===== src/tvr_pkg.sv =====
// Shared types, constants and helper functions for the tilt vector rotation block.
// No dependencies; the cells, the output buffer and the top level import this package.
package tvr_pkg;

  localparam int SQRT_STEPS    = 24;
  localparam int DIV_STEPS     = 23;
  localparam int CORDIC_STAGES = 24;

  localparam logic [15:0]        MAX_ANGLE_RESET = 16'd46080;
  localparam logic [26:0]        DEG2RAD_Q32     = 27'd74961321;
  localparam logic signed [25:0] PI_Q20          = 26'sd3294199;
  localparam logic signed [25:0] TWO_PI_Q20      = 26'sd6588398;
  localparam logic signed [25:0] HALF_PI_Q20     = 26'sd1647099;
  localparam logic signed [33:0] INV_GAIN_Q30    = 34'sd652032874;

  typedef logic signed [23:0] s24_t;

  typedef struct packed {
    s24_t a0;
    s24_t a1;
    s24_t vx;
    s24_t vy;
    s24_t vz;
    logic zero;
  } sq_pay_t;

  typedef struct packed {
    logic [47:0] rem;
    logic [47:0] root;
    sq_pay_t     pay;
  } sq_t;

  typedef struct packed {
    logic                zero;
    logic                clamp;
    logic                flip;
    logic signed [21:0]  theta;
    s24_t                vx;
    s24_t                vy;
    s24_t                vz;
  } rot_pay_t;

  typedef struct packed {
    logic [23:0] norm;
    logic [23:0] rem0;
    logic [23:0] rem1;
    logic [22:0] q0;
    logic [22:0] q1;
    logic        lsb0;
    logic        lsb1;
    logic        neg0;
    logic        neg1;
    rot_pay_t    pay;
  } dv_t;

  typedef struct packed {
    logic signed [33:0] x;
    logic signed [33:0] y;
    logic signed [33:0] z;
    s24_t               ux;
    s24_t               uy;
    rot_pay_t           pay;
  } cor_t;

  typedef struct packed {
    s24_t rot_x;
    s24_t rot_y;
    s24_t rot_z;
    logic angle_clamped;
  } res_t;

  function automatic logic signed [33:0] atan_q30(input logic [4:0] i);
    logic signed [33:0] r;
    unique case (i)
      5'd0:  r = 34'sd843314857;
      5'd1:  r = 34'sd497837829;
      5'd2:  r = 34'sd263043837;
      5'd3:  r = 34'sd133525159;
      5'd4:  r = 34'sd67021687;
      5'd5:  r = 34'sd33543516;
      5'd6:  r = 34'sd16775851;
      5'd7:  r = 34'sd8388437;
      5'd8:  r = 34'sd4194283;
      5'd9:  r = 34'sd2097149;
      5'd10: r = 34'sd1048576;
      5'd11: r = 34'sd524288;
      5'd12: r = 34'sd262144;
      5'd13: r = 34'sd131072;
      5'd14: r = 34'sd65536;
      5'd15: r = 34'sd32768;
      5'd16: r = 34'sd16384;
      5'd17: r = 34'sd8192;
      5'd18: r = 34'sd4096;
      5'd19: r = 34'sd2048;
      5'd20: r = 34'sd1024;
      5'd21: r = 34'sd512;
      5'd22: r = 34'sd256;
      5'd23: r = 34'sd128;
      5'd24: r = 34'sd64;
      5'd25: r = 34'sd32;
      5'd26: r = 34'sd16;
      5'd27: r = 34'sd8;
      5'd28: r = 34'sd4;
      5'd29: r = 34'sd2;
      5'd30: r = 34'sd1;
      5'd31: r = 34'sd0;
    endcase
    return r;
  endfunction

  function automatic s24_t sat24(input logic signed [39:0] v);
    s24_t r;
    if (v > 40'sd8388607) r = 24'sh7FFFFF;
    else if (v < -40'sd8388608) r = 24'sh800000;
    else r = v[23:0];
    return r;
  endfunction

endpackage


===== src/tvr_cordic_cell.sv =====
// One rotation-mode CORDIC micro-rotation with a floor shift by the cell index.
// Depends on tvr_pkg.
module tvr_cordic_cell (
  input  logic          clk,
  input  logic          rst,
  input  logic          en,
  input  logic [4:0]    idx,
  input  logic          in_valid,
  input  tvr_pkg::cor_t d,
  output logic          out_valid,
  output tvr_pkg::cor_t q
);
  import tvr_pkg::*;

  logic signed [33:0] xv;
  logic signed [33:0] yv;
  logic signed [33:0] dx;
  logic signed [33:0] dy;
  logic signed [33:0] at;
  cor_t               nxt;

  always_comb begin
    xv  = d.x;
    yv  = d.y;
    dx  = yv >>> idx;
    dy  = xv >>> idx;
    at  = atan_q30(idx);
    nxt = d;
    if (!d.z[33]) begin
      nxt.x = xv - dx;
      nxt.y = yv + dy;
      nxt.z = d.z - at;
    end else begin
      nxt.x = xv + dx;
      nxt.y = yv - dy;
      nxt.z = d.z + at;
    end
  end

  always_ff @(posedge clk) begin
    if (rst) out_valid <= 1'b0;
    else if (en) out_valid <= in_valid;
  end

  always_ff @(posedge clk) begin
    if (en) q <= nxt;
  end

endmodule


===== config.mk =====
export PLATFORM = sky130hd
export DESIGN_NAME = tvr_cordic_cell
export DESIGN_NICKNAME = d
export VERILOG_FILES = /design/src/tvr_pkg.sv /design/src/tvr_cordic_cell.sv
export SDC_FILE = /design/constraint.sdc
export NUM_CORES = 1
export LEC_CHECK = 0
export ABC_CLOCK_PERIOD_IN_PS = 10300
export BUFFER_PORTS_ARGS = -buffer_cell sky130_fd_sc_hd__buf_4
export CAP_MARGIN = 20
export CORE_MARGIN = 2
export CORE_UTILIZATION = 40
export CTS_CLUSTER_SIZE = 8
export DETAILED_ROUTE_END_ITERATION = 8
export PLACE_DENSITY = 0.74
export SYNTH_ARGS = -nofsm -noshare
export SYNTH_HDL_FRONTEND = slang
export SYNTH_SLANG_ARGS = --single-unit

===== constraint.sdc =====
create_clock -name clk -period 10.3 [get_ports clk]
set_input_delay 1.03 -clock clk [delete_from_list [all_inputs] [get_ports clk]]
set_output_delay 1.03 -clock clk [all_outputs]
set_load 0.05 [all_outputs]

# [Word level (Yosys, flattened, before mapping)]
# Memory sizes are Yosys's and may differ from the RTL's.
# Index checks and enable logic that the tools add are counted.
# Widths: inputs -> output; s select.
[classes] mul=0 n_bitwise=0 n_eq_ne=0 n_addsub=6 div_mod_pow=0 muxes=1 n_lt_le_gt_ge=0 n_reduce_logical=0 shift=2
[op_table] cell="$add 34x34->34" n=3
[op_table] cell="$mux 102" n=1
[op_table] cell="$sub 34x34->34" n=3
[op_table] cell="$sshr 34x5->34" n=2
[word_totals] n_memories=1 wordCells=23 mem_bits_ro=960 ram_bits=0 input_bits=256 latch_bits=0 output_inout_bits=248 regBits=248
[mem_list] name="(no name shown)" words=32 width=30 read_ports=1 rd_clocked_by_memory_dff=0 write_ports=0 line_no="tvr_pkg.sv:74" rtl="unique case (i)"

# [Longest topological paths before layout]
[depth] word_depth=3 ltp_mapped=28 depth_no_buf=23

# [Worst setup path after synthesis]
# OpenSTA, ideal clock, no wires.
[synth_path] kind="input to register" start="in idx[1]" end="reg q[177] in the netlist's numbering, data pin" required_ns=10.042 setup_ns=0.258 slack_ns=3.621 t_arrival_ns=6.421 path_buffers=4 cell_stages=24 path_cell_list="buf_2 inv_1 buf_2 buf_1 ha_1 clkbuf_1 o21ai_0 a22oi_1 and3_1 and3_1 nor3b_1 a31oi_1 xor2_1 ha_1 a21o_1 a21o_1 a21o_1 a2111oi_0 a31oi_1 a41o_1 o41ai_1 o21bai_1 a21oi_1 xnor2_1"
[synth_lines] item="start: declaration" line_no="tvr_cordic_cell.sv:7" rtl="input logic [4:0] idx,"
[synth_lines] item="end signal: assignment" line_no="tvr_cordic_cell.sv:46" rtl="if (en) q <= nxt;"
[synth_lines] item="end: declaration" line_no="tvr_cordic_cell.sv:11" rtl="output tvr_pkg::cor_t q"

==> qor.yml <==
cts.root.buffer_cell: "clkbuf_16"
p_leak_uw: 0.01038
cts_buffer_depth: 3
start_util_pct: 40.63
synth.avg_cell_area_um2: 10.54
vias: 18650
wl_per_cell_um: 27.82
hp-class: "flop to flop"
synth_area_leaders: "edfxtp_1 (37%), mux4_2 (7.8%), ha_1 (6.9%)"
post-route-util_pct: 51.42
nets: 2729
cp-end-kind: "flop"
setup_viol: 0
grt.overflow.total: 0
async_reset_ff_share_pct: 0
cts_resized: 0
outcome: "finished, final reports clean"
syn-num-nets: 2264
yosys_warnings: 0
core-area_um2: 49150
worst_slew_pin_slew_ns: 1.052
swShare_pct: 41.42
grt_pass1_vias: 18540
grt_pass1_wl_um: 120600
maxCapViolations: 0
synth_enable_flop_cells: 247
criticalPathCategory: "primary input to flop"
dpl_cell_area_um2: 24210
cp_common_cell: "o21ai_0"
place_congestion: 1.015
wirelength_um: 84540
h-tree-depth: 2
rsz0062_at_grt: "false"
die_w_um: 227.5
slew_headroom_pct: 29.70
dpl.hpwl_um: 64630
synth.top_cell.area_share_pct: 37.14
fin_crit_sh_pct: 75.13
clock_sinks: 248
ctsHoldBuffers: 0
synthFlopType: "edfxtp_1"
synth.distinct_cells: 96
area_delta_synth_final_pct: 26.56
numCtsBuffers: 37
rows: 81
cpMaxStageDelayCell: "a21oi_1"
postCtsSetupRepairBufs: 0
grt_use_total_pct: 31.71
crit_fanout: 53
ant_nets: 0
cts_tree: "yes"
cp.required_ns: 10.62
r2r_cells: 2
fin_setup_tns_ns: 0
synth_seq_area_share_pct: 37.24
dr.pass1.iters: 7
synth_common_cells: "edfxtp_1 (247), nor2_1 (153), a21oi_1 (141)"
syn_inst: 1895
worstPathArrival_ns: 8.05
synth_area_um2: 19970
drt_iter0_drc: 1811
clk_pin_slew_ns: 0.05
min_path_cells: 2
drcViolationCount: 0
io_pins: 504
p_sw_uw: 1927
antenna_found_initial: 3
hold_violations: 0
die_area_um2: 51730
drv_slew: 0
clkPwrFrac_pct: 23.9
synth.most_common_cell: "edfxtp_1"
hold_ws_ns: 0.5501
fp.dieH_um: 227.5
drive_gt1_share_pct: 29.95
p_int_uw: 2726
start_kind: "primary input"
crit_chain: "buf_4 > buf_4 > mux2i_1 > mux4_2 > mux2i_1 > a211oi_1 > or4b_4 > o21ai_0 > o21ai_0 > xor2_1 > ha_1 > and3_1 > a221oi_1 > o21ai_0 > a21oi_1 > o31ai_1 > a41o_1 > o211a_1 > o21a_1 > a311o_1 > xnor2_1"
cpPeakStageDelay_ns: 0.67
min_period_ns: 7.738
synth.largest_area_cell: "edfxtp_1"
vias_per_cell: 6.136
ir_worst_vdd_mv: 0.1265
fin_area_um2: 25280
grt_max_degree: 72
combPwrFrac_pct: 46.2
nFillCells: 4354
clock_latency_ns: 0.55
clock.fmax_mhz: 129.2
pwr-share-seq_pct: 29.9
io_buffers: 503
skew_ns: 0
ys_ff_latch: 248
powerDensity_nw_per_um2: 184.1
[per-stage QoR]
stage	instances	total power, µW	setup WS (ns)
2_1_floorplan	1895	2846	3.621
3_3_place_gp	2983	3511	2.264
3_5_place_dp	2983	3526	2.202
4_1_cts	3036	4661	2.790
5_1_grt	3038	4841	2.255
6_report	3039	4653	2.562
[final cells by class]
class / instances / area (µm²) / share of cell area [%]
Antenna cell: 1 / 2.502 / 0.009900
Clock buffer: 47 / 963.4 / 3.812
Clock inverter: 6 / 76.32 / 0.3020
Inverter: 50 / 187.7 / 0.7425
Multi-Input combinational cell: 1497 / 11810 / 46.72
Sequential cell: 248 / 7437 / 29.42
Tap cell: 664 / 830.8 / 3.287
Timing Repair Buffer: 526 / 3969 / 15.70
[cell usage in the layout (no fill, tap or decap), types with 27 or more instances in the layout]
master	netlist	routed
mux4_2	69	69
mux2_2	39	39
a31oi_1	38	38
clkbuf_16	0	37
xnor2_1	123	123
xor2_1	55	55
a21oi_1	141	141
nor2b_1	27	27
nand3_1	30	30
buf_4	9	522
mux2i_1	56	56
o21ai_0	88	88
inv_1	48	48
a21o_1	34	34
nor3_1	31	30
nor2_1	153	152
ha_1	110	110
edfxtp_1	247	247
nand2_1	134	134
[worst max-delay path, delay by kind of cell]
family / cells / cell delay (ns)
xor gates and xnor gates: 2 / 0.30
and+or+nand+nor: 2 / 0.71
muxes: 3 / 0.96
adders and majority gates: 1 / 0.34
buffers and inverters: 2 / 1.17
AOI/OAI and AO/OA: 11 / 3.45
[power groups by stage]
stage / Combinational (µW) / Sequential, µW / Clock, µW
final: 2150 / 1390 / 1110
after global routing: 2270 / 1410 / 1170
after CTS: 2130 / 1400 / 1140
after detailed placement: 2120 / 1410 / 0
after global placement: 2100 / 1410 / 0
after floorplan: 881 / 1960 / 0
[flip-flops by register name (all words and copies together) (netlist names)]
register and count:
q 247, out_valid 1
[cell families after synthesis]
group                    after synthesis  synth area share, %
multiplexers                         173                13.83
AO/OA/AOI/OAI                        533                17.93
adder cells (fa/ha/maj)              113                7.192
flip-flops                           248                37.24
XOR/XNOR                             179                7.887
AND/OR/NAND/NOR                      499                12.25
buffers and inverters                150                3.665
[metal layers]
layer / track usage, % / vias to the layer above / routed length [µm]
li1: - / 8230 / -
met1: 37.44 / 9108 / 31410
met2: 53.37 / 1062 / 40410
met3: 6.673 / 242 / 7199
met4: 18.55 / 4 / 5481
met5: 0 / - / 26
[path summary, 6_finish.rpt]
check | slack [ns] | from | to
setup / recovery | 2.56 | idx[2] | q[212]$_DFFE_PP_
hold / removal | 0.55 | out_valid$_SDFFE_PP0P_ | out_valid$_SDFFE_PP0P_
setup reg to reg | 9.68 | out_valid$_SDFFE_PP0P_ | out_valid$_SDFFE_PP0P_
hold reg to reg | 0.55 | out_valid$_SDFFE_PP0P_ | out_valid$_SDFFE_PP0P_
(Power assumes the default switching activity.)
