==> config.mk <==
export PLATFORM = sky130hd
export DESIGN_NAME = tvr_sqrt_cell
export DESIGN_NICKNAME = d
export VERILOG_FILES = /design/src/tvr_pkg.sv /design/src/tvr_sqrt_cell.sv
export SDC_FILE = /design/constraint.sdc
export NUM_CORES = 1
export LEC_CHECK = 0
export BUFFER_PORTS_ARGS = -buffer_cell sky130_fd_sc_hd__clkbuf_2
export CELL_PAD_IN_SITES_DETAIL_PLACEMENT = 0
export CELL_PAD_IN_SITES_GLOBAL_PLACEMENT = 1
export CORE_MARGIN = 5
export CORE_UTILIZATION = 32
export CTS_CLUSTER_DIAMETER = 200
export CTS_CLUSTER_SIZE = 20
export DETAILED_ROUTE_END_ITERATION = 8
export PLACE_DENSITY_LB_ADDON = 0.1
export SLEW_MARGIN = 20
export SYNTH_ARGS = -nofsm -noshare
export SYNTH_HDL_FRONTEND = slang
export SYNTH_SLANG_ARGS = --single-unit
==> constraint.sdc <==
create_clock -name clk -period 6.8 [get_ports clk]
set_input_delay 1.02 -clock clk [delete_from_list [all_inputs] [get_ports clk]]
set_output_delay 1.02 -clock clk [all_outputs]
set_load 0.05 [all_outputs]
==> src/tvr_pkg.sv <==
// Shared types, constants and helper functions for the tilt vector rotation block.
// No dependencies; the cells, the output buffer and the top level import this package.
package tvr_pkg;

  localparam int SQRT_STEPS    = 24;
  localparam int DIV_STEPS     = 23;
  localparam int CORDIC_STAGES = 24;

  localparam logic [15:0]        MAX_ANGLE_RESET = 16'd46080;
  localparam logic [26:0]        DEG2RAD_Q32     = 27'd74961321;
  localparam logic signed [25:0] PI_Q20          = 26'sd3294199;
  localparam logic signed [25:0] TWO_PI_Q20      = 26'sd6588398;
  localparam logic signed [25:0] HALF_PI_Q20     = 26'sd1647099;
  localparam logic signed [33:0] INV_GAIN_Q30    = 34'sd652032874;

  typedef logic signed [23:0] s24_t;

  typedef struct packed {
    s24_t a0;
    s24_t a1;
    s24_t vx;
    s24_t vy;
    s24_t vz;
    logic zero;
  } sq_pay_t;

  typedef struct packed {
    logic [47:0] rem;
    logic [47:0] root;
    sq_pay_t     pay;
  } sq_t;

  typedef struct packed {
    logic                zero;
    logic                clamp;
    logic                flip;
    logic signed [21:0]  theta;
    s24_t                vx;
    s24_t                vy;
    s24_t                vz;
  } rot_pay_t;

  typedef struct packed {
    logic [23:0] norm;
    logic [23:0] rem0;
    logic [23:0] rem1;
    logic [22:0] q0;
    logic [22:0] q1;
    logic        lsb0;
    logic        lsb1;
    logic        neg0;
    logic        neg1;
    rot_pay_t    pay;
  } dv_t;

  typedef struct packed {
    logic signed [33:0] x;
    logic signed [33:0] y;
    logic signed [33:0] z;
    s24_t               ux;
    s24_t               uy;
    rot_pay_t           pay;
  } cor_t;

  typedef struct packed {
    s24_t rot_x;
    s24_t rot_y;
    s24_t rot_z;
    logic angle_clamped;
  } res_t;

  function automatic logic signed [33:0] atan_q30(input logic [4:0] i);
    logic signed [33:0] r;
    unique case (i)
      5'd0:  r = 34'sd843314857;
      5'd1:  r = 34'sd497837829;
      5'd2:  r = 34'sd263043837;
      5'd3:  r = 34'sd133525159;
      5'd4:  r = 34'sd67021687;
      5'd5:  r = 34'sd33543516;
      5'd6:  r = 34'sd16775851;
      5'd7:  r = 34'sd8388437;
      5'd8:  r = 34'sd4194283;
      5'd9:  r = 34'sd2097149;
      5'd10: r = 34'sd1048576;
      5'd11: r = 34'sd524288;
      5'd12: r = 34'sd262144;
      5'd13: r = 34'sd131072;
      5'd14: r = 34'sd65536;
      5'd15: r = 34'sd32768;
      5'd16: r = 34'sd16384;
      5'd17: r = 34'sd8192;
      5'd18: r = 34'sd4096;
      5'd19: r = 34'sd2048;
      5'd20: r = 34'sd1024;
      5'd21: r = 34'sd512;
      5'd22: r = 34'sd256;
      5'd23: r = 34'sd128;
      5'd24: r = 34'sd64;
      5'd25: r = 34'sd32;
      5'd26: r = 34'sd16;
      5'd27: r = 34'sd8;
      5'd28: r = 34'sd4;
      5'd29: r = 34'sd2;
      5'd30: r = 34'sd1;
      5'd31: r = 34'sd0;
    endcase
    return r;
  endfunction

  function automatic s24_t sat24(input logic signed [39:0] v);
    s24_t r;
    if (v > 40'sd8388607) r = 24'sh7FFFFF;
    else if (v < -40'sd8388608) r = 24'sh800000;
    else r = v[23:0];
    return r;
  endfunction

endpackage

==> src/tvr_sqrt_cell.sv <==
// One step of the digit-by-digit integer square root (two radicand bits per cell).
// Depends on tvr_pkg.
module tvr_sqrt_cell (
  input  logic         clk,
  input  logic         rst,
  input  logic         en,
  input  logic [4:0]   idx,
  input  logic         in_valid,
  input  tvr_pkg::sq_t d,
  output logic         out_valid,
  output tvr_pkg::sq_t q
);
  import tvr_pkg::*;

  logic [47:0] bitv;
  logic [47:0] trial;
  sq_t         nxt;

  always_comb begin
    bitv  = 48'd1 << (6'd46 - {idx, 1'b0});
    trial = d.root + bitv;
    nxt   = d;
    if (d.rem >= trial) begin
      nxt.rem  = d.rem - trial;
      nxt.root = (d.root >> 1) + bitv;
    end else begin
      nxt.root = d.root >> 1;
    end
  end

  always_ff @(posedge clk) begin
    if (rst) out_valid <= 1'b0;
    else if (en) out_valid <= in_valid;
  end

  always_ff @(posedge clk) begin
    if (en) q <= nxt;
  end

endmodule

Yosys cells after proc, flatten, opt, wreduce, memory -nomap -nowiden:

Index checks and enable logic that the tools add are counted.

* register bits: 218
* bits of input ports: 226
* output and inout bits: 218
* word-level logic and storage cells: 18

* add/subtract/negate cells: 4
* order comparisons: 1
* shifts and indexed selects: 1
* multiplexer cells: 2

Operators with widths (number)
* $add 47x48->48: 1
* $add 48x48->48: 1
* $ge 48x48->1: 1
* $mux 48: 1
* $shl 1x6->48 const A: 1
* $sub 48x48->48: 1
* $mux 47: 1
* $sub 6x6->6 const A: 1

Longest topological paths before layout:

* depth in word-level cells: 5
* gate-level depth with buffers: 26
* mapped depth without buffers: 23

Least setup slack after synthesis:

No wires, ideal clock.

* path type: input to register
* start point: input port idx[2]
* end point: register q[206] in the netlist's numbering, data pin
* setup time: 0.267 ns
* data arrival time: 5.610 ns
* required time: 6.533 ns
* slack: 0.923 ns
* stages on the path: 25
* buffers on the path: 5
* cells stage by stage: or3b_1 buf_2 nor2_1 ha_1 nand4_1 a211oi_1 a21o_1 a21o_1 a31oi_1 o21ai_2 nor4b_1 a2111oi_2 ha_1 clkbuf_1 nand4_1 nor2_1 nand4b_1 or2_0 a211o_1 o211a_2 buf_2 buf_2 clkbuf_1 nand2_1 o21ai_0

RTL lines
* from (decl): RTL line tvr_sqrt_cell.sv:7 `input logic [4:0] idx,`
* to (signal assigned): RTL line tvr_sqrt_cell.sv:37 `if (en) q <= nxt;`
* to (decl): RTL line tvr_sqrt_cell.sv:11 `output tvr_pkg::sq_t q`

==> metrics.cfg <==
[clock_network]
htreeDepth = 1
cts_hold_buf = 0
cts_tree = yes
cts_buffer_depth = 3
clkSlewWorstSetupHoldPaths_ns = 0.09
cts_sinks = 218
post_cts_buffers = 0
cts_made_buffers = 14
ctsResizeCount = 0
clock_latency_ns = 0.48
root_buffer = clkbuf_16

[hold_path]
holdPathEnd = out_valid
worstHoldStart = out_valid
hold_path_depth = 2
hold_class = register to register

[placed_design]
dpl.hpwl_um = 43200
gp_congestion = 0.884
io_buffers = 443
post-place-ws_ns = 0.0589

[die]
die_w_um = 220
io_pins = 444
dieHeight_um = 220
dieArea_um2 = 48400
rows = 77
start_util_pct = 32.1
core_region_area_um2 = 43900

[worst_setup_path]
reg2reg_to = out_valid
worstSetupEndpointType = register
reg2reg_from = out_valid
ff2ff_setup_slack_ns = 6.20
ff2ff_path_depth = 2
critical_path_class = input port to register
crit_arrival_ns = 6.49
worstSetupStartpoint = idx[2]
crit_path_max_fanout = 34
critPathRequiredTime_ns = 7.05
worstSetupStartpointType = input port

[yosys]
ys_ff_latch = 218
avgSynthCellArea_um2 = 10.1
synth-edff-count = 217
ys_seq_area_share_pct = 46.3
synth_top_cell_by_area = edfxtp_1
syn-num-nets = 1715
synthTopCellsByArea = edfxtp_1 46%, ha_1 8.3%, nand2_1 4.5%, xor2_1 4.5%, o21ai_0 4.4%
syn_area_um2 = 14100
yosysWarningCount = 0
synth.most_common_cell = edfxtp_1
yosysUniqueCellTypes = 80
synth_commonest_cells = 217 x edfxtp_1, 170 x nand2_1, 124 x o21ai_0, 100 x nor2_1, 94 x ha_1
synth.top_cell.area_share_pct = 46.2
synth_flop_cell = edfxtp_1
synth_cells = 1394
postSynth.asyncResetShare_pct = 0

[timing]
slew_violations = 0
tns_ns = 0
worst_pin_slew_ns = 0.954
hold_viol = 0
max_freq_mhz = 160
finalCriticalPeriod_ns = 6.24
setup_viol = 0
fin_ws_ns = 0.556
grt_setup_unrepaired = false
relSlewSlack_pct = 36.4
fin_crit_sh_pct = 91.8
finalClockSkew_ns = 0

[route]
drt-initial-drc-count = 805
first_pass_iters = 5
highest_layer = met5
drc = 0
route.antenna.remaining_nets = 0
dr_wl_met3_um = 3850
wl_met2_um = 24400
num_vias = 12474
avgViaCountPerCell = 5.16
routed_wl_um = 52000
wl_met1_um = 22400
post_drt_wl_per_cell_um = 21.5

[power_and_ir_drop]
max-vdd-ir-drop_uv = 163
p_leak_uw = 0.00732
p_per_area_nw_per_um2 = 224

[flow_run]
max_cap_violations = 0

[global_route]
grt_pass1_wl_um = 75000
grt_pass1_vias = 12036
grt_antenna_before_repair = 9
grt_max_degree = 118
grt-ovfl-total = 0
grt_usage_pct = 20.2

[outcome]
status = completed

[finish]
nNetsFinal = 2141
syn_to_final_growth_pct = 23.8
drive_gt1_share_pct = 28.6

-- worst max path at each step --
stage | to | slack, ns | cells past startpoint
floorplan | q[206] | 0.92 | 25
global placement | q[198] | 0.14 | 23
detailed placement | q[192] | 0.06 | 22
CTS | q[187] | 0.60 | 23
global route | q[187] | 0.13 | 23
finish | q[154] | 0.56 | 23
-- registers in the layout (all words and copies together) (netlist names) --
| signal | count |
|---|---|
| out_valid | 1 |
| q | 217 |
-- kinds of logic after synthesis --
| logic type | Yosys count | synth area share, % |
|---|---|---|
| buffers and inverters | 83 | 2.33 |
| DFF | 218 | 46.3 |
| AOI/OAI and AO/OA | 417 | 19.1 |
| muxes | 13 | 1.01 |
| adders and majority gates | 97 | 8.62 |
| and+or+nand+nor | 432 | 14.3 |
| xor gates and xnor gates | 134 | 8.32 |
-- metal layers --
metal / global-route usage, % / vias to the layer above
met5: 0 / -
met4: 5.03 / 16
met3: 4.22 / 57
met2: 33.9 / 422
met1: 26.7 / 5893
li1: - / 6086
-- per-stage QoR --
step / util, % / cell area (um2) / hold WS [ns] / instances / total power, uW
floorplan: - / 14100 / 0.733 / 1394 / 2640
global placement: 38.8 / 17100 / 0.482 / 2396 / 3080
detailed placement: 38.8 / 17100 / 0.500 / 2396 / 3080
CTS: 39.7 / 17500 / 0.522 / 2416 / 3970
global route: 39.7 / 17500 / 0.576 / 2417 / 4120
finish: 39.7 / 17500 / 0.514 / 2417 / 3920
-- where the power goes --
| part | switching [uW] | internal (uW) | total [uW] |
|---|---|---|---|
| logic | 996 | 369 | 1360 |
| registers | 38.1 | 1640 | 1680 |
| clock network | 468 | 404 | 872 |
| total | 1500 | 2410 | 3920 |
-- final cells by class --
| type | instances | area (um2) |
|---|---|---|
| Antenna cell | 1 | 2.50 |
| Clock buffer | 19 | 390 |
| Clock inverter | 1 | 3.75 |
| Fill cell | 4460 | 26500 |
| Inverter | 31 | 116 |
| Multi-Input combinational cell | 1093 | 7250 |
| Sequential cell | 218 | 6540 |
| Tap cell | 592 | 741 |
| Timing Repair Buffer | 462 | 2420 |
-- worst max-delay path, cell delays in order --
cell and delay (ns):
clkbuf_2 0.13, or3b_1 0.56, nor2_1 0.22, ha_1 0.21
nand2_1 0.09, o41a_1 0.39, o21ai_2 0.21, a21o_1 0.15
a21o_1 0.18, a31oi_1 0.15, o21ai_2 0.29, nor4b_1 0.36
a2111oi_2 0.12, ha_1 0.44, nand4_1 0.21, nor2_1 0.20
nand4b_1 0.18, or2_0 0.28, a211o_1 0.28, o211a_4 0.26
buf_12 0.20, o21bai_1 0.19, xnor2_1 0.13
-- cells in the final DEF (no fill, tap or decap), types with 10 or more instances in the layout --
cell type | netlist | final
a31oi_1 | 44 | 44
nor3_1 | 19 | 19
nor2b_1 | 10 | 10
and3_1 | 10 | 10
ha_1 | 94 | 94
a21o_1 | 24 | 24
o21bai_1 | 19 | 19
clkbuf_2 | 1 | 442
and2_1 | 16 | 16
nand2_1 | 170 | 170
buf_4 | 0 | 15
edfxtp_1 | 217 | 217
clkbuf_16 | 0 | 15
a31o_2 | 12 | 12
o21ai_0 | 124 | 124
xnor2_1 | 62 | 62
inv_1 | 31 | 31
o21a_1 | 10 | 10
a211oi_1 | 12 | 12
nand4_1 | 30 | 30
nand3_1 | 29 | 29
a21oi_1 | 91 | 91
nor2_1 | 100 | 100
xor2_1 | 72 | 72
mux2_2 | 10 | 10
Power figures use the tool's default switching activity.
