--- src/tvr_pkg.sv ---
// Shared types, constants and helper functions for the tilt vector rotation block.
// No dependencies; the cells, the output buffer and the top level import this package.
package tvr_pkg;

  localparam int SQRT_STEPS    = 24;
  localparam int DIV_STEPS     = 23;
  localparam int CORDIC_STAGES = 24;

  localparam logic [15:0]        MAX_ANGLE_RESET = 16'd46080;
  localparam logic [26:0]        DEG2RAD_Q32     = 27'd74961321;
  localparam logic signed [25:0] PI_Q20          = 26'sd3294199;
  localparam logic signed [25:0] TWO_PI_Q20      = 26'sd6588398;
  localparam logic signed [25:0] HALF_PI_Q20     = 26'sd1647099;
  localparam logic signed [33:0] INV_GAIN_Q30    = 34'sd652032874;

  typedef logic signed [23:0] s24_t;

  typedef struct packed {
    s24_t a0;
    s24_t a1;
    s24_t vx;
    s24_t vy;
    s24_t vz;
    logic zero;
  } sq_pay_t;

  typedef struct packed {
    logic [47:0] rem;
    logic [47:0] root;
    sq_pay_t     pay;
  } sq_t;

  typedef struct packed {
    logic                zero;
    logic                clamp;
    logic                flip;
    logic signed [21:0]  theta;
    s24_t                vx;
    s24_t                vy;
    s24_t                vz;
  } rot_pay_t;

  typedef struct packed {
    logic [23:0] norm;
    logic [23:0] rem0;
    logic [23:0] rem1;
    logic [22:0] q0;
    logic [22:0] q1;
    logic        lsb0;
    logic        lsb1;
    logic        neg0;
    logic        neg1;
    rot_pay_t    pay;
  } dv_t;

  typedef struct packed {
    logic signed [33:0] x;
    logic signed [33:0] y;
    logic signed [33:0] z;
    s24_t               ux;
    s24_t               uy;
    rot_pay_t           pay;
  } cor_t;

  typedef struct packed {
    s24_t rot_x;
    s24_t rot_y;
    s24_t rot_z;
    logic angle_clamped;
  } res_t;

  function automatic logic signed [33:0] atan_q30(input logic [4:0] i);
    logic signed [33:0] r;
    unique case (i)
      5'd0:  r = 34'sd843314857;
      5'd1:  r = 34'sd497837829;
      5'd2:  r = 34'sd263043837;
      5'd3:  r = 34'sd133525159;
      5'd4:  r = 34'sd67021687;
      5'd5:  r = 34'sd33543516;
      5'd6:  r = 34'sd16775851;
      5'd7:  r = 34'sd8388437;
      5'd8:  r = 34'sd4194283;
      5'd9:  r = 34'sd2097149;
      5'd10: r = 34'sd1048576;
      5'd11: r = 34'sd524288;
      5'd12: r = 34'sd262144;
      5'd13: r = 34'sd131072;
      5'd14: r = 34'sd65536;
      5'd15: r = 34'sd32768;
      5'd16: r = 34'sd16384;
      5'd17: r = 34'sd8192;
      5'd18: r = 34'sd4096;
      5'd19: r = 34'sd2048;
      5'd20: r = 34'sd1024;
      5'd21: r = 34'sd512;
      5'd22: r = 34'sd256;
      5'd23: r = 34'sd128;
      5'd24: r = 34'sd64;
      5'd25: r = 34'sd32;
      5'd26: r = 34'sd16;
      5'd27: r = 34'sd8;
      5'd28: r = 34'sd4;
      5'd29: r = 34'sd2;
      5'd30: r = 34'sd1;
      5'd31: r = 34'sd0;
    endcase
    return r;
  endfunction

  function automatic s24_t sat24(input logic signed [39:0] v);
    s24_t r;
    if (v > 40'sd8388607) r = 24'sh7FFFFF;
    else if (v < -40'sd8388608) r = 24'sh800000;
    else r = v[23:0];
    return r;
  endfunction

endpackage

--- src/tvr_ifs.sv ---


interface tvr_rsp_if;
  logic              valid;
  logic              ready;
  logic signed [23:0] rot_x;
  logic signed [23:0] rot_y;
  logic signed [23:0] rot_z;
  logic              angle_clamped;
  modport source (output valid, rot_x, rot_y, rot_z, angle_clamped, input ready);
  modport sink (input valid, rot_x, rot_y, rot_z, angle_clamped, output ready);
endinterface


--- src/tvr_out_buf.sv ---
// Two-entry result buffer that decouples the pipeline from response backpressure.
// Depends on tvr_pkg and tvr_rsp_if.
module tvr_out_buf (
  input  logic          clk,
  input  logic          rst,
  input  logic          push,
  input  tvr_pkg::res_t din,
  output logic          room,
  tvr_rsp_if.source     rsp
);
  import tvr_pkg::*;

  res_t       mem [2];
  logic       wr_ptr;
  logic       rd_ptr;
  logic [1:0] count;
  logic       pop;
  res_t       head;

  assign pop           = rsp.valid && rsp.ready;
  assign room          = (count != 2'd2);
  assign head          = mem[rd_ptr];
  assign rsp.valid     = (count != 2'd0);
  assign rsp.rot_x     = head.rot_x;
  assign rsp.rot_y     = head.rot_y;
  assign rsp.rot_z     = head.rot_z;
  assign rsp.angle_clamped = head.angle_clamped;

  always_ff @(posedge clk) begin
    if (rst) begin
      wr_ptr <= 1'b0;
      rd_ptr <= 1'b0;
      count  <= 2'd0;
    end else begin
      if (push) wr_ptr <= ~wr_ptr;
      if (pop) rd_ptr <= ~rd_ptr;
      unique case ({push, pop})
        2'b10:   count <= count + 2'd1;
        2'b01:   count <= count - 2'd1;
        default: count <= count;
      endcase
    end
  end

  always_ff @(posedge clk) begin
    if (push) mem[wr_ptr] <= din;
  end

endmodule

--- src/flat_wrapper.sv ---
// flat-port wrapper written by rule: the top's interface ports become plain ports
module tvr_out_buf_flat import tvr_pkg::*;
  (clk, rst, push, din, room, rsp_valid, rsp_rot_x, rsp_rot_y, rsp_rot_z, rsp_angle_clamped, rsp_ready);
  tvr_rsp_if rsp_i ();
  input  logic clk;
  input  logic rst;
  input  logic push;
  input  tvr_pkg::res_t din;
  output logic room;
  output wire logic [$bits(rsp_i.valid)-1:0] rsp_valid;
  output wire logic [$bits(rsp_i.rot_x)-1:0] rsp_rot_x;
  output wire logic [$bits(rsp_i.rot_y)-1:0] rsp_rot_y;
  output wire logic [$bits(rsp_i.rot_z)-1:0] rsp_rot_z;
  output wire logic [$bits(rsp_i.angle_clamped)-1:0] rsp_angle_clamped;
  input wire logic [$bits(rsp_i.ready)-1:0] rsp_ready;
  assign rsp_valid = rsp_i.valid;
  assign rsp_rot_x = rsp_i.rot_x;
  assign rsp_rot_y = rsp_i.rot_y;
  assign rsp_rot_z = rsp_i.rot_z;
  assign rsp_angle_clamped = rsp_i.angle_clamped;
  assign rsp_i.ready = rsp_ready;
  tvr_out_buf u_core (.clk(clk), .rst(rst), .push(push), .din(din), .room(room), .rsp(rsp_i));
endmodule
--- config.mk ---
export PLATFORM = sky130hd
export DESIGN_NAME = tvr_out_buf_flat
export DESIGN_NICKNAME = d
export VERILOG_FILES = /design/src/tvr_pkg.sv /design/src/tvr_ifs.sv /design/src/tvr_out_buf.sv /design/src/flat_wrapper.sv
export SDC_FILE = /design/constraint.sdc
export NUM_CORES = 1
export LEC_CHECK = 0
export BUFFER_PORTS_ARGS = -buffer_cell sky130_fd_sc_hd__buf_2
export CORE_MARGIN = 5
export CORE_UTILIZATION = 49
export DETAILED_ROUTE_END_ITERATION = 7
export PLACE_DENSITY = 0.84
export SYNTH_ARGS = -nofsm -noshare
export SYNTH_HDL_FRONTEND = slang
export SYNTH_SLANG_ARGS = --single-unit
--- constraint.sdc ---
create_clock -name clk -period 4.95 [get_ports clk]
set_input_delay 0.99 -clock clk [delete_from_list [all_inputs] [get_ports clk]]
set_output_delay 0.99 -clock clk [all_outputs]
set_load 0.02 [all_outputs]
# Yosys cells after proc, flatten, opt, wreduce, memory -nomap -nowiden
# Memory sizes are Yosys's and may differ from the RTL's. A register that Yosys moved wholly into a read port is not among the register bits.
# Index checks and enable logic that the tools add are counted.
# W data, S select, Z words.
[word_totals]
rom_bits = 0
inputBits = 77
mem_bits_rw = 146
regBits = 4
latch_bits = 0
memories = 1
out_inout_bits = 75
word_cells = 19
[classes]
order_cmp = 0
n_reduce_logical = 3
n_div = 0
n_eq_ne = 3
multipliers = 0
addsub = 2
shift = 0
bitwise = 2
mux = 5
[memory_table]
columns = ["name", "depth", "width", "rd", "rd_ports_with_merged_regs", "write_ports", "line_no", "text"]
rows = [
  ["u_core.mem", 2, 73, 1, 1, 1, "tvr_out_buf.sv:13", "res_t mem [2];"],
]
[op_table]
columns = ["op", "n"]
rows = [
  ["$mux W1", 4],
  ["$pmux W2 S2", 1],
  ["$reduce_bool A2 Y1", 2],
  ["$add A2 B1 Y2 const B", 1],
  ["$eq A2 B1 Y1 const B", 1],
  ["$eq A2 B2 Y1 const B", 1],
  ["$ne A2 B2 Y1 const B", 1],
  ["$not A1 Y1", 2],
  ["$sub A2 B1 Y2 const B", 1],
  ["$logic_and A1 B1 Y1", 1],
]

# Longest topological paths before layout
[depth]
ltp_word = 4
depth_mapped = 5
ltp_nobuf = 5

# Worst setup path before layout
# No wires, ideal clock.
[synth_path]
kind = "in2reg"
start = "in push"
end = "mem u_core.mem[0][0] (netlist name), enable pin"
n_path_buf = 0
setup_ps = 506
required_ps = 4444
arrival_time_ps = 4109
slack_ps = 334
cell_stages = 2
cell_sequence = "inv_1 -> nor2_1"
[synth_via]
elab_chain_cells = 2
[synth_lines]
columns = ["element", "line_no", "text"]
rows = [
  ["start: declaration", "flat_wrapper.sv:7", "input logic push;"],
  ["$mux W1", "tvr_out_buf.sv:46", "if (push) mem[wr_ptr] <= din;"],
  ["$mux W1 (not written as such)", "tvr_out_buf.sv:46", ""],
  ["end: declaration", "tvr_out_buf.sv:13", ""],
]
# No other way between the ends.

==> summary.md <==
| Metric | Value |
|---|---|
| Status | `finished, final reports clean` |
| Area delta synth->final | `28.0%` |
| WP data arrival | `2.11 ns` |
| Final setup violation count | `0` |
| Worst setup SP type | `register` |
| Placer Congestion | `0.724` |
| Synth top area share | `0.803` |
| Buffer and inverter count on the worst path | `1` |
| Antenna Cells | `0` |
| Gr ovfl total | `0` |
| CTS clk-pin slew, worst paths | `0.06 ns` |
| Cells after synthesis | `250` |
| Most frequent cells in the layout | `buf_2 (151), edfxtp_1 (146), mux2_1 (73)` |
| Clk sinks | `151` |
| Clock root cell | `clkbuf_8` |
| Initial Util | `0.501` |
| Synthesized area per cell | `21.8 um^2` |
| Most common cell after layout, fill and taps aside | `buf_2` |
| Post-CTS Hold Fix Bufs | `0` |
| Placed instance area | `0.00638 mm^2` |
| Post-DP HPWL | `6.37 mm` |
| Post-synthesis mux area share | `0.151` |
| Die Y | `116 um` |
| Max-cap violations | `0` |
| IO Port Bufs | `between 150 and 200` |
| Crit path kind | `reg2out` |
| Synth Area in Compound Gates | `0.00344` |
| CTS tree | `done` |
| # rows | `38` |
| Cell Pwr Density | `between 500 and 600 mW/mm^2` |
| Slew margin rel. | `0.275` |
| Post-synth EDFFs | `146` |
| First-pass GRT wire length | `~15 mm` |
| Clock tree buffer depth | `2` |
| Post-Route Setup TNS | `0 ns` |
| Count of antenna-violating nets left after detailed routing | `0` |
| Yosys cell types | `16` |
| H-tree levels | `4` |
| CTS resizes | `0` |
| Drt pass-1 iters | `4` |
| Sw Pwr | `~0.94 mW` |
| Total Power | `~3.6 mW` |
| IO Count | `between 150 and 200` |
| Xor/xnor share of the synthesized area | `0.00642` |
| Adder-Cell Fraction of Synth Area | `0.00229` |
| Register area share after synthesis | `0.821` |
| Clock power frac | `0.367` |
| Critical path, cell by cell | `mux2_1 > buf_2` |
| Worst-case reg-to-reg path depth | `2` |
| Asr flop ratio synth | `0` |
| CP delay by family, top | `flip-flops` |
| # nets final | `491` |
| CP max-delay cell | `dfxtp_4` |
| DRT iter0 DRCs | `87` |
| Vias per inst | `~4.9` |
| Vias in the first global route | `2952` |
| Worst Skew | `around 0.0044 ns` |
| Worst-path maximum fanout | `73` |
| # fillers | `784` |
| Largest stage delay on the critical path | `0.99 ns` |
| Main synth FF type | `edfxtp_1` |
| Core Region | `roughly 0.011 mm^2` |
| Routed WL | `just under 10 mm` |
| Worst slew pin tran | `1.08 ns` |
| Largest net degree at the start of global routing | `74` |
| Synth area leaders | `edfxtp_1 (80%), mux2_1 (15%), dfxtp_1 (1.8%)` |
| RSZ-0062 raised after global routing | `no` |
| Cell taking the most area after synthesis | `edfxtp_1` |
| Cell depth of the worst hold path | `2` |
| Synth Warn # | `0` |
| Final Cell Area | `0.00699 mm^2` |
| Clock Latency Late Sink | `0.50 ns` |
| Syn nets | `roughly 330` |
| Sw Share | `0.263` |
| CP Capture Type | `output pin` |
| Main combinational cell family by area after synthesis | `multiplexers` |
| IR drop worst, VDD | `0.397 mV` |
| Highest clock rate | `322 MHz` |
| Count of final hold-check violations | `0` |
| Simple-Gate Fraction of Synth Area | `0.00802` |
| Worst min path class | `reg2reg` |
| Req. time, crit path | `a little under 4 ns` |
| Fin crit share | `0.627` |
| CTS buffer count | `17` |
| Post-synthesis register bit count | `151` |
| Leak Pwr | `2.64 nW` |
| DIE AREA | `roughly 0.013 mm^2` |
| Logic pwr share | `0.182` |
| Die Wd | `roughly 120 um` |
| Period minus WS final | `3.10 ns` |
| Reg power frac | `0.451` |
| Max-slew violations | `0` |
| Initial antenna violation count | `0` |
| Post-Synthesis Cell Area | `0.00546 mm^2` |
| Internal | `2.64 mW` |
| Post-CTS Setup Bufs | `0` |
| Layout cells sized above 1 | `0.430` |
| DR WL/cell | `17.2 um` |
| Vias | `2751` |
| Gr usage total | `0.151` |
| DRC Markers | `0` |
| WP depth | `2` |
[tightest hold or removal path: cells and delay by family, from the launching register on]
family / cells / cell delay [ns]
simple gates: 1 / 0.08
flops: 1 / 0.33
xor+xnor: 1 / 0.09
[layout make-up]
| type | count | area (um^2) | area share |
|---|---|---|---|
| repair buffers | 152 | 776 | 0.111 |
| multi-input cells | 90 | 942 | 0.135 |
| clock inverters | 10 | 180 | 0.0258 |
| flip-flops and latches | 151 | 4490 | 0.642 |
| inverters | 1 | 3.75 | 0.000537 |
| well taps | 140 | 175 | 0.0251 |
| clock buffers | 19 | 422 | 0.0604 |
[registers in the layout, indices dropped and copies added (netlist names), named ones only]
signal / cells
u_core.count: 2
u_core.mem: 146
u_core.rd_ptr: 1
u_core.wr_ptr: 1
[power by group through the flow]
stage	Clock (mW)	Combinational (mW)	Sequential (mW)
floorplan	0	0.514	1.55
global placement	0	0.649	1.64
detailed placement	0	0.657	1.64
CTS	1.34	0.662	1.62
global route	1.40	0.699	1.63
finish	1.31	0.651	1.61
[cell families (layout without fill, tap and decap cells)]
kind of cell	count (synthesis)	count (layout)
AND/OR/NAND/NOR	9	9
flip-flops	151	151
AO/OA/AOI/OAI	3	3
buffers and inverters	9	182
adder cells (fa/ha/maj)	1	1
XOR/XNOR	4	4
multiplexers	73	73
[metal layers]
| layer | global-route usage | vias to the layer above | share of wire |
|---|---|---|---|
| met1 | 0.169 | 1337 | 0.39 |
| met4 | 0.0587 | 0 | 0.0090 |
| met2 | 0.260 | 95 | 0.53 |
| met5 | 0 | - | 0 |
| li1 | - | 1308 | - |
| met3 | 0.0585 | 11 | 0.080 |
[through the flow]
step / setup slack [ns] / util / std cells / hold WS (ns)
3_5_place_dp: 2.22 / 0.586 / 534 / 0.509
3_3_place_gp: 2.29 / 0.586 / 534 / 0.493
6_report: 1.85 / 0.642 / 563 / 0.524
4_1_cts: 1.80 / 0.642 / 563 / 0.523
5_1_grt: 1.71 / 0.642 / 563 / 0.563
2_1_floorplan: 0.334 / - / 250 / 0.474
[final timing paths]
check | start | endpoint | slack, ns
worst min-delay path | u_core.rd_ptr | register | 0.52
worst min register to register | u_core.rd_ptr | register | 0.52
worst max-delay path | register | rsp_rot_x[4] | 1.85
worst max register to register | u_core.wr_ptr | u_core.mem[0][72] | 3.07
[synth_stat cells, drive strengths merged, types with 3 or more instances]
master and instances:
edfxtp 146, dfxtp 5, xnor2 3, nor2 5, buf 8, mux2 73
(Power assumes the default switching activity.)
