**src/tvr_pkg.sv**
```systemverilog
// Shared types, constants and helper functions for the tilt vector rotation block.
// No dependencies; the cells, the output buffer and the top level import this package.
package tvr_pkg;

  localparam int SQRT_STEPS    = 24;
  localparam int DIV_STEPS     = 23;
  localparam int CORDIC_STAGES = 24;

  localparam logic [15:0]        MAX_ANGLE_RESET = 16'd46080;
  localparam logic [26:0]        DEG2RAD_Q32     = 27'd74961321;
  localparam logic signed [25:0] PI_Q20          = 26'sd3294199;
  localparam logic signed [25:0] TWO_PI_Q20      = 26'sd6588398;
  localparam logic signed [25:0] HALF_PI_Q20     = 26'sd1647099;
  localparam logic signed [33:0] INV_GAIN_Q30    = 34'sd652032874;

  typedef logic signed [23:0] s24_t;

  typedef struct packed {
    s24_t a0;
    s24_t a1;
    s24_t vx;
    s24_t vy;
    s24_t vz;
    logic zero;
  } sq_pay_t;

  typedef struct packed {
    logic [47:0] rem;
    logic [47:0] root;
    sq_pay_t     pay;
  } sq_t;

  typedef struct packed {
    logic                zero;
    logic                clamp;
    logic                flip;
    logic signed [21:0]  theta;
    s24_t                vx;
    s24_t                vy;
    s24_t                vz;
  } rot_pay_t;

  typedef struct packed {
    logic [23:0] norm;
    logic [23:0] rem0;
    logic [23:0] rem1;
    logic [22:0] q0;
    logic [22:0] q1;
    logic        lsb0;
    logic        lsb1;
    logic        neg0;
    logic        neg1;
    rot_pay_t    pay;
  } dv_t;

  typedef struct packed {
    logic signed [33:0] x;
    logic signed [33:0] y;
    logic signed [33:0] z;
    s24_t               ux;
    s24_t               uy;
    rot_pay_t           pay;
  } cor_t;

  typedef struct packed {
    s24_t rot_x;
    s24_t rot_y;
    s24_t rot_z;
    logic angle_clamped;
  } res_t;

  function automatic logic signed [33:0] atan_q30(input logic [4:0] i);
    logic signed [33:0] r;
    unique case (i)
      5'd0:  r = 34'sd843314857;
      5'd1:  r = 34'sd497837829;
      5'd2:  r = 34'sd263043837;
      5'd3:  r = 34'sd133525159;
      5'd4:  r = 34'sd67021687;
      5'd5:  r = 34'sd33543516;
      5'd6:  r = 34'sd16775851;
      5'd7:  r = 34'sd8388437;
      5'd8:  r = 34'sd4194283;
      5'd9:  r = 34'sd2097149;
      5'd10: r = 34'sd1048576;
      5'd11: r = 34'sd524288;
      5'd12: r = 34'sd262144;
      5'd13: r = 34'sd131072;
      5'd14: r = 34'sd65536;
      5'd15: r = 34'sd32768;
      5'd16: r = 34'sd16384;
      5'd17: r = 34'sd8192;
      5'd18: r = 34'sd4096;
      5'd19: r = 34'sd2048;
      5'd20: r = 34'sd1024;
      5'd21: r = 34'sd512;
      5'd22: r = 34'sd256;
      5'd23: r = 34'sd128;
      5'd24: r = 34'sd64;
      5'd25: r = 34'sd32;
      5'd26: r = 34'sd16;
      5'd27: r = 34'sd8;
      5'd28: r = 34'sd4;
      5'd29: r = 34'sd2;
      5'd30: r = 34'sd1;
      5'd31: r = 34'sd0;
    endcase
    return r;
  endfunction

  function automatic s24_t sat24(input logic signed [39:0] v);
    s24_t r;
    if (v > 40'sd8388607) r = 24'sh7FFFFF;
    else if (v < -40'sd8388608) r = 24'sh800000;
    else r = v[23:0];
    return r;
  endfunction

endpackage

```
**src/tvr_div_cell.sv**
```systemverilog
// One restoring-division step for both axis components (one quotient bit each).
// Depends on tvr_pkg.
module tvr_div_cell (
  input  logic         clk,
  input  logic         rst,
  input  logic         en,
  input  logic         first,
  input  logic         in_valid,
  input  tvr_pkg::dv_t d,
  output logic         out_valid,
  output tvr_pkg::dv_t q
);
  import tvr_pkg::*;

  logic [24:0] sh0;
  logic [24:0] sh1;
  logic [24:0] dvs;
  dv_t         nxt;

  always_comb begin
    dvs = {1'b0, d.norm};
    sh0 = {d.rem0, first & d.lsb0};
    sh1 = {d.rem1, first & d.lsb1};
    nxt = d;
    // shift in the next dividend bit, subtract when the divisor fits
    if (sh0 >= dvs) begin
      nxt.rem0 = 24'(sh0 - dvs);
      nxt.q0   = {d.q0[21:0], 1'b1};
    end else begin
      nxt.rem0 = sh0[23:0];
      nxt.q0   = {d.q0[21:0], 1'b0};
    end
    if (sh1 >= dvs) begin
      nxt.rem1 = 24'(sh1 - dvs);
      nxt.q1   = {d.q1[21:0], 1'b1};
    end else begin
      nxt.rem1 = sh1[23:0];
      nxt.q1   = {d.q1[21:0], 1'b0};
    end
  end

  always_ff @(posedge clk) begin
    if (rst) out_valid <= 1'b0;
    else if (en) out_valid <= in_valid;
  end

  always_ff @(posedge clk) begin
    if (en) q <= nxt;
  end

endmodule

```
**config.mk**
```make
export PLATFORM = sky130hd
export DESIGN_NAME = tvr_div_cell
export DESIGN_NICKNAME = d
export VERILOG_FILES = /design/src/tvr_pkg.sv /design/src/tvr_div_cell.sv
export SDC_FILE = /design/constraint.sdc
export NUM_CORES = 1
export LEC_CHECK = 0
export ABC_CLOCK_PERIOD_IN_PS = 2650
export BUFFER_PORTS_ARGS = -buffer_cell sky130_fd_sc_hd__buf_2
export CAP_MARGIN = 20
export CORE_AREA = 2 2 174 176
export DETAILED_ROUTE_END_ITERATION = 10
export DIE_AREA = 0 0 176 178
export SYNTH_ARGS = -nofsm -noshare
export SYNTH_HDL_FRONTEND = slang
export SYNTH_SLANG_ARGS = --single-unit
```
**constraint.sdc**
```tcl
create_clock -name clk -period 2.65 [get_ports clk]
set_clock_uncertainty 0.2 [all_clocks]
set_input_delay 0.265 -clock clk [delete_from_list [all_inputs] [get_ports clk]]
set_output_delay 0.265 -clock clk [all_outputs]
set_load 0.02 [all_outputs]
```
* Yosys cells after proc, flatten, opt, wreduce, memory -nomap -nowiden
Index checks and enable logic that the tools add are counted.
Cells by class: bitwise operators 2, add/sub/neg operators 2, magnitude comparators 2, multiplexer cells 4
Operator list (count):
- $ge A25 B24 Y1 | 2
- $mux W24 | 2
- $sub A24 B24 Y24 | 2
- $and A1 B1 Y1 | 2
- $mux W1 | 2
Storage, ports and cells: logic and storage cells 27, input port bits 224, output and inout bits 220, bits in registers 220

* Longest topological paths before layout
Gate-level depths: netlist of the first run.
depth in word-level cells 3, gate-level depth with buffers 12, gate-level depth less buffers 11

* Least setup slack after synthesis of the first run
Ideal clock, no wire load.
path kind input-to-reg, from input port d[100] (netlist name), to register q[193] (netlist name), data pin, slack -252 ps, path buffers 0, library setup time 262 ps, stages 11, data arrival time 2440 ps, cells stage by stage nand2_1 > ha_1 > inv_1 > fa_1 > a211oi_1 > o211ai_1 > a32oi_1 > a31oi_1 > a221oi_1 > xnor2_1 > mux2_1
RTL lines:
- from (decl) | line tvr_div_cell.sv:9 | input tvr_pkg::dv_t d,
- to (signal assigned) | line tvr_div_cell.sv:48 | if (en) q <= nxt;
- to (decl) | line tvr_div_cell.sv:11 | output tvr_pkg::dv_t q

==> results of run 1 <==
## cell type report
class	instances	area, um^2
antenna	2	5.00
clock buffer	29	641
clock inverter	15	225
fill	2391	12400
inverter	44	171
multi-input combinational	411	3220
sequential	220	6600
tap	390	488
timing repair buffer	824	5690
## per-stage QoR
| step | instances | power, W |
|---|---|---|
| finish | 1935 | 0.0106 |
| global route | 1934 | 0.0111 |
| detailed placement | 1668 | 0.00670 |
| floorplan | 691 | 0.00560 |
| global placement | 1668 | 0.00668 |
| CTS | 1932 | 0.0107 |
## metal layers
metal,GRT usage,vias up,routed length [um]
met2,0.424,374,19100
met1,0.269,4345,14700
met3,0.0484,77,2550
li1,-,4335,-
met4,0.0930,6,1630
met5,0,-,40
## kinds of logic after synthesis
logic type,share of synthesized area
simple gates,0.0674
xor+xnor,0.0289
compound gates,0.102
flops,0.659
fa+ha+maj,0.0640
buf+inv,0.0285
mux,0.0505
## worst paths after layout
kind / start / slack [ns] / to / depth (start not counted)
setup / recovery: d[196] / 0.08 / q[164] / 11
hold / removal: d[195] / 0.09 / q[171] / 3
setup reg to reg: out_valid / 1.29 / out_valid / 3
hold reg to reg: out_valid / 0.88 / out_valid / 3
## registers in the layout, indices dropped and copies added (netlist names)
| register | cells |
|---|---|
| out_valid | 1 |
| q | 219 |
## synth_stat cells, types with 3 or more instances
master	count
edfxtp_1	219
ha_1	48
inv_1	43
nor2_1	39
a21oi_1	33
nand2_1	31
xnor2_1	30
nand3_1	23
o21ai_0	21
a21o_1	16
mux2_4	16
nor3_1	12
mux2_2	11
o21a_1	10
mux2_1	9
a211oi_1	8
clkbuf_1	8
o21bai_1	8
a31oi_1	7
o31ai_1	7
and3_1	5
nand4_1	5
o211ai_1	5
a21oi_2	4
a311oi_1	4
buf_6	4
mux2i_1	4
nor4_1	4
a21boi_0	3
a221oi_1	3
and2_1	3
or3_1	3
xor2_1	3
## worst register-to-register path, stage by stage, from the launching register on
cell and delay (ns):
dfxtp_1 0.31, mux2i_1 0.13, nor2_1 0.06, dlygate4sd3_1 0.55
## power by group
| part | internal, W | switching (W) |
|---|---|---|
| sequential | 0.00423 | 0.000103 |
| clock | 0.00231 | 0.00139 |
| combinational | 0.00121 | 0.00139 |
## repair_timing
item,4_1_cts,5_1_grt
buffers inserted,1,1
hold endpoints to repair,230,0
hold buffers,219,0
endpoints found under the setup margin,2,33
gates resized for setup,2,16
pin swaps,3,6
cloned,0,0
==> results.json, run 1 <==
{
  "fin_ws_ns": 0.0813,
  "ios": 444,
  "critPathKind": "in2reg",
  "core_mm2": 0.0294,
  "cts_buffer_depth": 3,
  "ys_seq_area_frac": 0.659,
  "hold_viol": 0,
  "synth_area_leaders": "edfxtp_1 (66%), ha_1 (6.0%), xnor2_1 (2.6%)",
  "drive_gt1_frac": 0.452,
  "path_cells": "buf_2 -> clkinvlp_4 -> ha_4 -> nor2b_4 -> o31a_1 -> o221ai_2 -> o221ai_2 -> o211a_1 -> or2_1 -> buf_4 -> mux2_4",
  "track_usage": 0.233,
  "cts_tree": "done",
  "avgRoutedWirePerCell_um": 19.6,
  "drtIter0Drc": 561,
  "num_rows": 63,
  "grt_first_pass_wirelength_um": 54900,
  "die_area_mm2": 0.0313,
  "synthFlopType": "edfxtp_1",
  "place_congestion": 0.902,
  "period_share": 0.969,
  "htree_num_levels": 1,
  "numPortBuffers": 441,
  "cts-root-buf": "clkbuf_16",
  "grt_max_degree": 61,
  "final_cell_mix": "buf_2 (440), dlygate4sd3_1 (219), edfxtp_1 (219)",
  "setup_tns_ns": 0,
  "period_needed_ns": 2.57,
  "min_path_type": "in2reg",
  "avgViaCountPerCell": 4.72,
  "mostFrequentLayoutCell": "buf_2",
  "outcome": "completed",
  "cp_slowest_cell": "o31a_1",
  "async_flop_share": 0,
  "synth-seq-cells": 220,
  "dpl.hpwl_um": 28000,
  "wirelength_um": 38000,
  "fp.dieW_um": 176,
  "worst_path_most_repeated_cell": "o221ai_2",
  "max_freq_mhz": 389,
  "power_density_mw_per_mm2": 624,
  "areaGrowthSynthToFinish_pct": 70.2,
  "slew_viol_final": 0,
  "relSlewSlack": 0.666,
  "clkTransAtPathRegs_ns": 0.06,
  "total_leakage_power_nw": 7.61,
  "path_buf_inv": 3,
  "setup_viol": 0,
  "ys_warn_count": 0,
  "dpl_cell_area_mm2": 0.0139,
  "synth.top_cell.area_share": 0.657,
  "synth_enable_flop_cells": 219,
  "final_nets": 1800,
  "grt-ovfl-total": 0,
  "worst_path_largest_cell_delay_ns": 0.30,
  "maxCapViolations": 0,
  "vias": 9137,
  "antenna_found_initial": 4,
  "synthCells": 691,
  "cts_sinks": 220,
  "final_area_mm2": 0.0170,
  "cts_buffers": 25,
  "dp_worst_setup_slack_ns": -0.651,
  "drtPass1Iterations": 5,
  "antenna_left": 0,
  "endpoint_kind": "register",
  "path_max_fanout": 6,
  "cp.required_ns": 2.72,
  "yosysTopAreaCell": "edfxtp_1",
  "synth_nets": 965,
  "synth_area_mm2": 0.0100,
  "final_util": 0.580,
  "cp_top_family": "compound AO/OA/AOI/OAI gates",
  "grt_pass1_vias": 9588,
  "worst_pin_slew_ns": 0.497,
  "critPathLaunchType": "primary input",
  "synth_area_per_cell_um2": 14.5,
  "drc_errors": 0,
  "initial_core_util": 0.340,
  "arrival_ns": 2.64,
  "fin_hold_ws_ns": 0.0859,
  "worst_ir_drop_vdd_v": 0.000399,
  "fp.dieH_um": 178,
  "clk_latency_ns": 0.51,
  "synthDistinctLibCells": 63
}
Power figures use the tool's default switching activity.
==> run 2: changes to the inputs <==
CELL_PAD_IN_SITES_DETAIL_PLACEMENT = 0   (was default)
CELL_PAD_IN_SITES_GLOBAL_PLACEMENT = 2   (was default)
CORE_AREA = 2 2 196 198   (was 2 2 174 176)
DIE_AREA = 0 0 198 200   (was 0 0 176 178)
PLACE_DENSITY_LB_ADDON = 0.1   (was default)
==> run 2 against run 1 <==
Flip-flop and latch count is the same. Final cell count grew 7.1%. Sequential share of layout area is 0.88 points lower. Critical path depth decreased by 2. Largest cell class unchanged.
==> results.json, run 2 (synthesized netlist as in run 1, its figures left out) <==
{
  "outcome": "completed",
  "grt-ovfl-total": 0,
  "seq_power_share": 0.398,
  "drc_errors": 0,
  "largest_register_ffs": 219,
  "max_freq_mhz": 382,
  "wirelength_um": 38300,
  "total_leakage_power_nw": 7.73,
  "dpl.hpwl_um": 29400,
  "period_share": 0.989,
  "cp.required_ns": 2.73,
  "period_needed_ns": 2.62,
  "grt_first_pass_wirelength_um": 54200,
  "switching_share": 0.272,
  "final_util": 0.466,
  "antenna_left": 0,
  "vias": 8952,
  "rr_worst_depth": 3,
  "numPortBuffers": 441,
  "reg2reg_slack_ns": 1.30,
  "path_max_fanout": 4,
  "clkTransAtPathRegs_ns": 0.07,
  "clockPowerShare": 0.360,
  "antenna_found_initial": 3,
  "initial_core_util": 0.268,
  "drtIter0Drc": 295,
  "top_register": "q",
  "critPathKind": "in2reg",
  "reg_top3": "q x219, out_valid x1",
  "arrival_ns": 2.70,
  "p_sw_w": 0.00295,
  "drtPass1Iterations": 4,
  "fp.dieH_um": 200,
  "rsz0062_at_grt": "no",
  "grt_max_degree": 59,
  "final_nets": 1813,
  "final_cell_mix": "buf_2 (440), edfxtp_1 (219), dlygate4sd3_1 (218)",
  "power_density_mw_per_mm2": 623,
  "avgRoutedWirePerCell_um": 18.5,
  "grt_pass1_vias": 9115,
  "worst_pin_slew_ns": 0.543,
  "fp.dieW_um": 198,
  "cts_buffers": 26,
  "cts-root-buf": "clkbuf_16",
  "pwr-share-comb": 0.243,
  "core_mm2": 0.0374,
  "drive_gt1_frac": 0.464,
  "whs_path_depth": 3,
  "track_usage": 0.183,
  "critPathLaunchType": "primary input",
  "relSlewSlack": 0.638,
  "cts_tree": "done",
  "num_rows": 71,
  "p_int_w": 0.00791,
  "rr_endpoint": "out_valid",
  "reg2reg_from": "out_valid",
  "mostFrequentLayoutCell": "buf_2",
  "cts_sinks": 220,
  "htree_num_levels": 1,
  "min_to": "q[171]",
  "place_congestion": 0.798,
  "clk_latency_ns": 0.53,
  "setup_viol": 0,
  "endpoint_kind": "register",
  "hold_viol": 0,
  "ios": 444,
  "worst_ir_drop_vdd_v": 0.000369,
  "slew_viol_final": 0,
  "power_w": 0.0109,
  "maxCapViolations": 0,
  "avgViaCountPerCell": 4.32,
  "areaGrowthSynthToFinish_pct": 74.2,
  "cts_buffer_depth": 3,
  "worstHoldStart": "d[195]",
  "min_path_type": "in2reg",
  "die_area_mm2": 0.0396
}
run 2: power groups by stage:
stage	Clock, W	Sequential, W	Combinational, W
2_1_floorplan	0	0.00483	0.000769
3_3_place_gp	0	0.00438	0.00235
3_5_place_dp	0	0.00439	0.00235
4_1_cts	0.00405	0.00432	0.00262
5_1_grt	0.00417	0.00435	0.00285
6_report	0.00391	0.00432	0.00264
run 2: how the worst max path moves through the flow:
stage                start      to  slack (ns)  cells after the start
global placement    d[100]  q[193]       -0.55                     12
CTS                 d[100]  q[193]       0.003                     12
detailed placement   first  q[165]       -0.59                     12
global route        d[168]  q[164]       0.007                      9
finish              d[168]  q[164]        0.03                      9
floorplan           d[196]  q[152]       -0.19                     11
run 2: layer usage:
layer  GRT usage  up-vias  wire length, um
met2       0.346      250            20300
met3      0.0356       44             2200
met1       0.215     4287            15100
met4      0.0423        2              630
met5           0        -               13
li1            -     4369                -
run 2: final cells by class:
class / count / area [um^2]
Clock inverter: 13 / 206
Clock buffer: 35 / 736
Multi-Input combinational cell: 411 / 3260
Inverter: 44 / 171
Sequential cell: 220 / 6600
Timing Repair Buffer: 836 / 5820
Tap cell: 511 / 639
Fill cell: 3553 / 20000
Antenna cell: 2 / 5.00
run 2: worst max-delay path, cell delays in order:
cell,delay (ns)
dlygate4sd3_1,0.53
buf_2,0.15
ha_1,0.38
a21o_1,0.24
a211oi_1,0.23
nand2_1,0.10
or2_4,0.30
buf_4,0.18
mux2_4,0.31
run 2: timing repair:
| item | 4_1_cts | 5_1_grt |
|---|---|---|
| setup buffers | 0 | 3 |
| endpoints found under the setup margin | 2 | 36 |
| hold buffers | 218 | 0 |
| gates resized for setup | 1 | 27 |
| pin swaps | 1 | 9 |
| hold endpoints to repair | 247 | 0 |
| cloned | 0 | 1 |
run 2: stage by stage:
stage               cells  TNS (ns)  hold WS (ns)  area (um^2)  setup slack [ns]
floorplan             691     -4.34         0.137        10000            -0.189
global placement     1800    -19.10         0.227        14200            -0.547
detailed placement   1800    -20.48         0.232        14200            -0.585
CTS                  2066         0       0.00847        17300           0.00319
global route         2071         0        0.0239        17400           0.00738
finish               2072         0        0.0276        17400            0.0289
